## src/hw/rtl/swrm_pkg.sv

```systemverilog
`timescale 1ns / 1ps

package swrm_pkg;

	// field widths
	localparam int VAL_W     = 32;
	localparam int CNT_OUT_W = 7;
	localparam int STATUS_W  = 2;

	// default stack depth
	localparam int DEPTH_DEF = 64;

	// command codes
	localparam logic CMD_PUSH = 1'b0;
	localparam logic CMD_POP  = 1'b1;

	// result status codes
	typedef enum logic [STATUS_W-1:0] {
		STATUS_OK        = 2'd0,
		STATUS_POP_EMPTY = 2'd1,
		STATUS_PUSH_FULL = 2'd2
	} status_t;

	// controller to datapath commands
	typedef struct packed {
		logic load_in;
		logic exec;
		logic load_rd;
		logic emit;
	} ctrl_cmd_t;

	// datapath to controller status
	typedef struct packed {
		logic need_read;
		logic out_free;
	} dp_stat_t;

endpackage

```

## src/hw/rtl/swrm_in_if.sv

```systemverilog
`timescale 1ns / 1ps

interface swrm_in_if;
	import swrm_pkg::*;

	logic                    valid;
	logic                    ready;
	logic                    command;
	logic signed [VAL_W-1:0] push_value;

	modport source (output valid, output command, output push_value, input ready);
	modport sink   (input valid, input command, input push_value, output ready);
endinterface

```

## src/hw/rtl/swrm_out_if.sv

```systemverilog
`timescale 1ns / 1ps

interface swrm_out_if;
	import swrm_pkg::*;

	logic                    valid;
	logic                    ready;
	logic signed [VAL_W-1:0] top_value;
	logic signed [VAL_W-1:0] min_value;
	logic [CNT_OUT_W-1:0]    item_count;
	logic                    is_empty;
	logic [STATUS_W-1:0]     status;

	modport source (output valid, output top_value, output min_value, output item_count,
		output is_empty, output status, input ready);
	modport sink   (input valid, input top_value, input min_value, input item_count,
		input is_empty, input status, output ready);
endinterface

```

## src/hw/rtl/swrm_ram.sv

```systemverilog
`timescale 1ns / 1ps

module swrm_ram #(
	parameter int WIDTH = 32,
	parameter int DEPTH = 64
) (
	input  logic                     clk,
	input  logic                     we,
	input  logic [$clog2(DEPTH)-1:0] waddr,
	input  logic [WIDTH-1:0]         wdata,
	input  logic [$clog2(DEPTH)-1:0] raddr,
	output logic [WIDTH-1:0]         rdata
);
	logic [WIDTH-1:0] mem [DEPTH];
	logic [WIDTH-1:0] rdata_q;

	// one write port, registered read port
	always_ff @(posedge clk) begin
		if (we) begin
			mem[waddr] <= wdata;
		end
		rdata_q <= mem[raddr];
	end

	assign rdata = rdata_q;
endmodule

```

## src/hw/rtl/swrm_ctrl.sv

```systemverilog
`timescale 1ns / 1ps

module swrm_ctrl (
	input  logic                 clk,
	input  logic                 arst_n,
	input  logic                 in_valid,
	output logic                 in_ready,
	input  swrm_pkg::dp_stat_t   stat,
	output swrm_pkg::ctrl_cmd_t  cmd
);
	import swrm_pkg::*;

	typedef enum logic [4:0] {
		ST_IDLE = 5'b00001,
		ST_EXEC = 5'b00010,
		ST_READ = 5'b00100,
		ST_LOAD = 5'b01000,
		ST_EMIT = 5'b10000
	} state_t;

	state_t state_q, state_d;

	// state register
	always_ff @(posedge clk or negedge arst_n) begin
		if (!arst_n) begin
			state_q <= ST_IDLE;
		end else begin
			state_q <= state_d;
		end
	end

	// next state and commands
	always_comb begin
		state_d     = state_q;
		cmd         = '0;
		in_ready    = 1'b0;
		case (state_q)
			ST_IDLE: begin
				in_ready    = 1'b1;
				cmd.load_in = in_valid;
				if (in_valid) begin
					state_d = ST_EXEC;
				end
			end
			ST_EXEC: begin
				cmd.exec = 1'b1;
				state_d  = stat.need_read ? ST_READ : ST_EMIT;
			end
			// new top addresses go to the memories
			ST_READ: begin
				state_d = ST_LOAD;
			end
			ST_LOAD: begin
				cmd.load_rd = 1'b1;
				state_d     = ST_EMIT;
			end
			ST_EMIT: begin
				if (stat.out_free) begin
					cmd.emit = 1'b1;
					state_d  = ST_IDLE;
				end
			end
			default: begin
				state_d = ST_IDLE;
			end
		endcase
	end
endmodule

```

## src/hw/rtl/swrm_dp.sv

```systemverilog
`timescale 1ns / 1ps

module swrm_dp #(
	parameter int DEPTH = swrm_pkg::DEPTH_DEF
) (
	input  logic                            clk,
	input  logic                            arst_n,
	input  swrm_pkg::ctrl_cmd_t             cmd,
	output swrm_pkg::dp_stat_t              stat,
	input  logic                            in_command,
	input  logic [swrm_pkg::VAL_W-1:0]      in_value,
	output logic                            out_valid,
	input  logic                            out_ready,
	output logic [swrm_pkg::VAL_W-1:0]      out_top,
	output logic [swrm_pkg::VAL_W-1:0]      out_min,
	output logic [swrm_pkg::CNT_OUT_W-1:0]  out_count,
	output logic                            out_empty,
	output logic [swrm_pkg::STATUS_W-1:0]   out_status
);
	import swrm_pkg::*;

	localparam int AW = $clog2(DEPTH);
	localparam int CW = $clog2(DEPTH + 1);

	logic             cmd_q;
	logic [VAL_W-1:0] val_q;
	logic [CW-1:0]    count_q, mcount_q;
	logic [VAL_W-1:0] top_q, min_q;
	status_t          status_q;

	logic             out_valid_q;
	logic [VAL_W-1:0] out_top_q, out_min_q;
	logic [CNT_OUT_W-1:0] out_count_q;
	logic             out_empty_q;
	logic [STATUS_W-1:0] out_status_q;

	logic             is_full, min_push;
	logic             v_we, m_we;
	logic [CW-1:0]    count_m1, mcount_m1;
	logic [VAL_W-1:0] v_rdata, m_rdata;

	// decode of the held command
	assign is_full  = (count_q == CW'(DEPTH));
	assign min_push = (mcount_q == '0) ||
		((mcount_q < CW'(DEPTH)) && ($signed(val_q) <= $signed(min_q)));
	assign v_we      = cmd.exec && (cmd_q == CMD_PUSH) && !is_full;
	assign m_we      = v_we && min_push;
	assign count_m1  = count_q - CW'(1);
	assign mcount_m1 = mcount_q - CW'(1);

	assign stat.need_read = (cmd_q == CMD_POP) && (count_q > CW'(1));
	assign stat.out_free  = !out_valid_q || out_ready;

	swrm_ram #(.WIDTH(VAL_W), .DEPTH(DEPTH)) u_value_ram (
		.clk   (clk),
		.we    (v_we),
		.waddr (count_q[AW-1:0]),
		.wdata (val_q),
		.raddr (count_m1[AW-1:0]),
		.rdata (v_rdata)
	);

	swrm_ram #(.WIDTH(VAL_W), .DEPTH(DEPTH)) u_min_ram (
		.clk   (clk),
		.we    (m_we),
		.waddr (mcount_q[AW-1:0]),
		.wdata (val_q),
		.raddr (mcount_m1[AW-1:0]),
		.rdata (m_rdata)
	);

	// input item capture
	always_ff @(posedge clk) begin
		if (cmd.load_in) begin
			cmd_q <= in_command;
			val_q <= in_value;
		end
	end

	// stack counts
	always_ff @(posedge clk or negedge arst_n) begin
		if (!arst_n) begin
			count_q  <= '0;
			mcount_q <= '0;
		end else if (cmd.exec) begin
			if (cmd_q == CMD_PUSH) begin
				if (!is_full) begin
					count_q <= count_q + CW'(1);
					if (min_push) begin
						mcount_q <= mcount_q + CW'(1);
					end
				end
			end else if (count_q != '0) begin
				count_q <= count_m1;
				if ((mcount_q != '0) && (top_q == min_q)) begin
					mcount_q <= mcount_m1;
				end
			end
		end
	end

	// cached tops of both stacks and status
	always_ff @(posedge clk) begin
		if (cmd.exec) begin
			if (cmd_q == CMD_PUSH) begin
				status_q <= is_full ? STATUS_PUSH_FULL : STATUS_OK;
				if (!is_full) begin
					top_q <= val_q;
					if (min_push) begin
						min_q <= val_q;
					end
				end
			end else begin
				status_q <= (count_q == '0) ? STATUS_POP_EMPTY : STATUS_OK;
			end
		end
		if (cmd.load_rd) begin
			top_q <= v_rdata;
			min_q <= m_rdata;
		end
	end

	// output register valid
	always_ff @(posedge clk or negedge arst_n) begin
		if (!arst_n) begin
			out_valid_q <= 1'b0;
		end else if (cmd.emit) begin
			out_valid_q <= 1'b1;
		end else if (out_ready) begin
			out_valid_q <= 1'b0;
		end
	end

	// output register payload
	always_ff @(posedge clk) begin
		if (cmd.emit) begin
			out_top_q    <= (count_q != '0) ? top_q : '0;
			out_min_q    <= ((count_q != '0) && (mcount_q != '0)) ? min_q : '0;
			out_count_q  <= CNT_OUT_W'(count_q);
			out_empty_q  <= (count_q == '0);
			out_status_q <= status_q;
		end
	end

	assign out_valid  = out_valid_q;
	assign out_top    = out_top_q;
	assign out_min    = out_min_q;
	assign out_count  = out_count_q;
	assign out_empty  = out_empty_q;
	assign out_status = out_status_q;
endmodule

```

## src/hw/rtl/stack_with_running_minimum_core.sv

```systemverilog
// sequence: a push, a rejected command or a pop that empties the stack passes EXEC and EMIT,
//   a pop that leaves values behind passes EXEC, READ, LOAD and EMIT (memory read)
// commands are taken only in IDLE, after the last emit; EMIT stalls on a full output register
// the next item is taken while the previous result waits in the output register
// reset: asynchronous, clears the counts so the stack is empty; stores are not cleared
`timescale 1ns / 1ps

module stack_with_running_minimum_core #(
	parameter int DEPTH = swrm_pkg::DEPTH_DEF
) (
	input  logic        clk,
	input  logic        arst_n,
	swrm_in_if.sink     cmd,
	swrm_out_if.source  result
);
	import swrm_pkg::*;

	ctrl_cmd_t ctl;
	dp_stat_t  stat;

	// sequencer
	swrm_ctrl u_ctrl (
		.clk      (clk),
		.arst_n   (arst_n),
		.in_valid (cmd.valid),
		.in_ready (cmd.ready),
		.stat     (stat),
		.cmd      (ctl)
	);

	// stores, counts and output register
	swrm_dp #(.DEPTH(DEPTH)) u_dp (
		.clk        (clk),
		.arst_n     (arst_n),
		.cmd        (ctl),
		.stat       (stat),
		.in_command (cmd.command),
		.in_value   (cmd.push_value),
		.out_valid  (result.valid),
		.out_ready  (result.ready),
		.out_top    (result.top_value),
		.out_min    (result.min_value),
		.out_count  (result.item_count),
		.out_empty  (result.is_empty),
		.out_status (result.status)
	);
endmodule

```

## src/flat_wrapper.sv

```systemverilog
// flat-port wrapper written by rule: the top's interface ports become plain ports
module stack_with_running_minimum_core_flat import swrm_pkg::*;
#(
	parameter int DEPTH = swrm_pkg::DEPTH_DEF
)
  (clk, arst_n, cmd_valid, cmd_command, cmd_push_value, cmd_ready, result_valid, result_top_value, result_min_value, result_item_count, result_is_empty, result_status, result_ready);
  swrm_in_if cmd_i ();
  swrm_out_if result_i ();
  input  logic clk;
  input  logic arst_n;
  input wire logic [$bits(cmd_i.valid)-1:0] cmd_valid;
  input wire logic [$bits(cmd_i.command)-1:0] cmd_command;
  input wire logic [$bits(cmd_i.push_value)-1:0] cmd_push_value;
  output wire logic [$bits(cmd_i.ready)-1:0] cmd_ready;
  output wire logic [$bits(result_i.valid)-1:0] result_valid;
  output wire logic [$bits(result_i.top_value)-1:0] result_top_value;
  output wire logic [$bits(result_i.min_value)-1:0] result_min_value;
  output wire logic [$bits(result_i.item_count)-1:0] result_item_count;
  output wire logic [$bits(result_i.is_empty)-1:0] result_is_empty;
  output wire logic [$bits(result_i.status)-1:0] result_status;
  input wire logic [$bits(result_i.ready)-1:0] result_ready;
  assign cmd_i.valid = cmd_valid;
  assign cmd_i.command = cmd_command;
  assign cmd_i.push_value = cmd_push_value;
  assign cmd_ready = cmd_i.ready;
  assign result_valid = result_i.valid;
  assign result_top_value = result_i.top_value;
  assign result_min_value = result_i.min_value;
  assign result_item_count = result_i.item_count;
  assign result_is_empty = result_i.is_empty;
  assign result_status = result_i.status;
  assign result_i.ready = result_ready;
  stack_with_running_minimum_core #(.DEPTH(DEPTH)) u_core (.clk(clk), .arst_n(arst_n), .cmd(cmd_i), .result(result_i));
endmodule
```

## config.mk

```make
export PLATFORM = sky130hd
export DESIGN_NAME = stack_with_running_minimum_core_flat
export DESIGN_NICKNAME = d
export VERILOG_FILES = /design/src/hw/rtl/swrm_pkg.sv /design/src/hw/rtl/swrm_in_if.sv /design/src/hw/rtl/swrm_out_if.sv /design/src/hw/rtl/swrm_ram.sv /design/src/hw/rtl/swrm_ctrl.sv /design/src/hw/rtl/swrm_dp.sv /design/src/hw/rtl/stack_with_running_minimum_core.sv /design/src/flat_wrapper.sv
export SDC_FILE = /design/constraint.sdc
export NUM_CORES = 2
export LEC_CHECK = 0
export ABC_CLOCK_PERIOD_IN_PS = 9500
export BUFFER_PORTS_ARGS = -buffer_cell sky130_fd_sc_hd__buf_2
export CAP_MARGIN = 0
export CORE_ASPECT_RATIO = 1.25
export CORE_MARGIN = 2
export CORE_UTILIZATION = 63
export CTS_CLUSTER_DIAMETER = 50
export CTS_CLUSTER_SIZE = 24
export DETAILED_ROUTE_END_ITERATION = 6
export GPL_TIMING_DRIVEN = 0
export PLACE_DENSITY = 0.81
export SLEW_MARGIN = 20
export SYNTH_ARGS = -nofsm -noshare
export SYNTH_HDL_FRONTEND = slang
export SYNTH_SLANG_ARGS = --single-unit
```

## constraint.sdc

```tcl
create_clock -name clk -period 9.5 [get_ports clk]
set_input_delay 1.9 -clock clk [delete_from_list [all_inputs] [get_ports clk]]
set_output_delay 1.9 -clock clk [all_outputs]
set_load 0.01 [all_outputs]
```

==> flow_summary_export.csv <==
group,metric,value,unit
logic_synthesis,yosysUniqueCellTypes,52,
clock_tree,cts_tree,"built",
timing,fin_crit_sh,75.3,%
timing,setup_viol,0,
logic_synthesis,postSynthAreaPerCell,24.5,um^2
power_and_ir_drop,power.leakage,58.3,nW
timing,final_max_slew_viol_count,0,
hold_path,min-delay-path-class,"flip-flop to flip-flop",
global_routing,grt_max_degree,34,
critical_path,worstPathCellList,"clkbuf_1 > clkbuf_2 > buf_2 > inv_1 > ha_1 > clkbuf_2 > clkbuf_2 > buf_1 > mux4_2 > mux4_2 > mux4_2",
timing,fin_tns_setup,0,ns
detailed_routing,vias_per_cell,7.72,
detailed_routing,ant_nets,0,
power_and_ir_drop,p_sw,24.0,mW
floorplan,ios,113,
clock_tree,cts-hold-fix-buffers,0,
logic_synthesis,synth_seq_area_share,78.6,%
finish,drive_above_1_share,32.8,%
run,max-cap-violations,0,
finish,final_cell_mix,"edfxtp_1 (4269), mux4_2 (1344), clkbuf_16 (292)",
detailed_routing,drcViolationCount,143,
timing,hold_viol,0,
power_and_ir_drop,power_density,334,mW/mm^2
critical_path,worstSetupPathType,"flip-flop to flip-flop",
global_routing,grt.total_usage,39.8,%
critical_path,endpoint_kind,"flip-flop",
hold_path,min_path_cells,0,
placement,gp_congestion,0.952,
logic_synthesis,synthCells,6733,
global_routing,antenna_found_initial,70,
critical_path,slowest_stage,"buf_1",
status,status,"complete, but fails checks",
critical_path,arrival,7.98,ns
global_routing,grt_pass1_vias,85429,
clock_tree,post_cts_resized,0,
power_and_ir_drop,seqPwrFrac,36.3,%
floorplan,row_count,210,
clock_tree,clk_path_buf_depth,4,
floorplan,die_h,577,um
timing,fin_skew,0.0818,ns
detailed_routing,wl_per_cell,47.0,um
clock_tree,cts_root_buffer,"clkbuf_16",
placement,dp_hpwl,329,mm
detailed_routing,num_vias,86911,
power_and_ir_drop,comb_power_share,42.3,%
finish,fin_nets,7564,
clock_tree,cts.sinks,4353,
logic_synthesis,synthFlopType,"edfxtp_1",
logic_synthesis,syn_nets,6809,
clock_tree,clk_pin_slew,0.10,ns
placement,numPortBuffers,112,
logic_synthesis,synth_edf_count,4269,
detailed_routing,wl,529,mm
floorplan,die-area,0.266,mm^2
floorplan,core_area,0.261,mm^2
power_and_ir_drop,p_clk_share,21.4,%
critical_path,max_stage_delay,0.90,ns
timing,fmax,0.140,GHz
clock_tree,post-cts-setup-buffers,0,
finish,area_growth,13.8,%
floorplan,die_w,462,um
power_and_ir_drop,finalPower,62.8,mW
logic_synthesis,ys_ff_latch,4353,
power_and_ir_drop,internal_power,38.8,mW
critical_path,startpoint_type,"flip-flop",
power_and_ir_drop,peakVddDrop,295,uV
logic_synthesis,synthArstFlopShare,0.459,%
clock_tree,h-tree-depth,5,
logic_synthesis,synth_top_area_share,77.6,%
power_and_ir_drop,swShare,38.3,%
clock_tree,cts_buffers,282,
clock_tree,insertion_delay,0.97,ns
global_routing,grt_overflow,0,
logic_synthesis,synth_area_leaders,"edfxtp_1 (78%), mux4_2 (18%), dfxtp_1 (0.78%), clkbuf_1 (0.52%), nand2_1 (0.44%)",
logic_synthesis,synth.cell_area,0.165,mm^2
critical_path,path_max_fanout,11,
timing,min_period,7.15,ns
global_routing,grt_pass1_wl,709,mm
critical_path,ff2ff_path_depth,11,
status,violations,"design-rule violations",
detailed_routing,firstDrtPassIters,7,
timing,rsz0062_at_grt,"false",
critical_path,required,10.33,ns
timing,tightest_slew,1.37,ns
logic_synthesis,yosysWarnings,0,
timing,max_slew_margin,7.76,%
finish,final_common_cell,"edfxtp_1",
detailed_routing,first_iter_violations,15467,
logic_synthesis,synth_top_area_cell,"edfxtp_1",
floorplan,initial_core_util,63.2,%
[through the flow]
stage	hold WS (ns)	utilization [%]	setup WS (ns)	area [um^2]	cells
2_1_floorplan	0.400	-	2.82	165000	6733
3_3_place_gp	0.410	65.1	-2.37	170000	10343
3_5_place_dp	0.417	68.2	2.72	178000	10698
4_1_cts	0.449	71.9	2.57	188000	11197
5_1_grt	0.456	71.9	2.58	188000	11211
6_report	0.449	72.0	2.35	188000	11253
[state kept, by name, summed over array words and instances (netlist names), 5 cells and up]
signal	flops
u_core.u_dp.u_value_ram.rdata	32
u_core.u_dp.u_min_ram.rdata	32
u_core.u_dp.count_q	7
u_core.u_ctrl.state_q	5
u_core.u_dp.out_min	32
u_core.u_dp.u_min_ram.mem	2048
u_core.u_dp.mcount_q	7
u_core.u_dp.min_q	32
u_core.u_dp.top_q	32
u_core.u_dp.out_top	32
u_core.u_dp.out_count	7
u_core.u_dp.val_q	32
u_core.u_dp.u_value_ram.mem	2048
[layout make-up]
cell class,instances,area (um^2)
Clock inverter,187,2200
Tap cell,3498,4380
Inverter,41,154
Buffer,340,1390
Sequential cell,4353,130000
Clock buffer,312,7390
Fill cell,13137,73300
Timing Repair Buffer,471,7640
Multi-Input combinational cell,1999,34900
Antenna cell,52,130
[metal layers]
metal / vias up / track usage (%) / share of wire, %
li1: 30456 / - / -
met1: 44228 / 45.2 / 28
met2: 9555 / 61.7 / 48
met3: 2618 / 11.1 / 13
met4: 54 / 36.4 / 12
met5: - / 0.145 / 0.081
[cell usage after synthesis (all sizes together) (5+ instances only)]
library cell and count:
edfxtp 4269, mux4 1344, clkbuf 227, nand2 195, nor2 144, buf 113, dfxtp 64, inv 41
nor3 41, ha 39, and2 34, nand3 32, xor2 27, xnor2 23, dfrtp 19, a21oi 18
o21ai 17, nand4 15, nor4 9, nor3b 6, or3 5
[kinds of logic (layout without fill, tap and decap cells)]
family                     Yosys count  after routing  share of synthesized area [%]
AOI/OAI and AO/OA                   53             53                          0.196
xor gates and xnor gates            50             50                          0.265
adders and majority gates           39             39                          0.295
buffers and inverters              381           1351                          0.870
DFF                               4353           4353                           78.6
muxes                             1346           1346                           18.3
other                                0             52                              0
and+or+nand+nor                    511            511                           1.41
[final timing paths]
check,slack (ns),startpoint,endpoint
setup / recovery,2.35,u_core.u_dp.count_q[0]$_DFFE_PN0P_,u_core.u_dp.u_value_ram.rdata[21]$_DFF_P_
hold / removal,0.45,u_core.u_dp.status_q[1]$_SDFFCE_PP0P_,u_core.u_dp.out_status[1]$_DFFE_PP_
setup reg to reg,2.35,u_core.u_dp.count_q[0]$_DFFE_PN0P_,u_core.u_dp.u_value_ram.rdata[21]$_DFF_P_
hold reg to reg,0.45,u_core.u_dp.status_q[1]$_SDFFCE_PP0P_,u_core.u_dp.out_status[1]$_DFFE_PP_
max in group asynchronous,7.91,arst_n,u_core.u_ctrl.state_q[1]$_DFFE_PN0P_
min in group asynchronous,1.03,arst_n,u_core.u_dp.out_valid$_DFFE_PN0P_
[power groups by stage]
| stage | Sequential, mW | Combinational [mW] | Clock [mW] |
|---|---|---|---|
| after floorplan | 23.6 | 13.0 | 0 |
| after global placement | 24.5 | 21.2 | 0 |
| after detailed placement | 23.2 | 24.2 | 0 |
| after CTS | 22.8 | 25.0 | 13.3 |
| after global routing | 22.8 | 26.3 | 13.9 |
| final | 22.8 | 26.6 | 13.4 |
[critical path: cells and delay by family (launching register included)]
kind | cells | cell delay (ns)
flops | 1 | 0.48
buf+inv | 7 | 4.30
mux | 3 | 1.79
fa+ha+maj | 1 | 0.40
(Power assumes the default switching activity.)
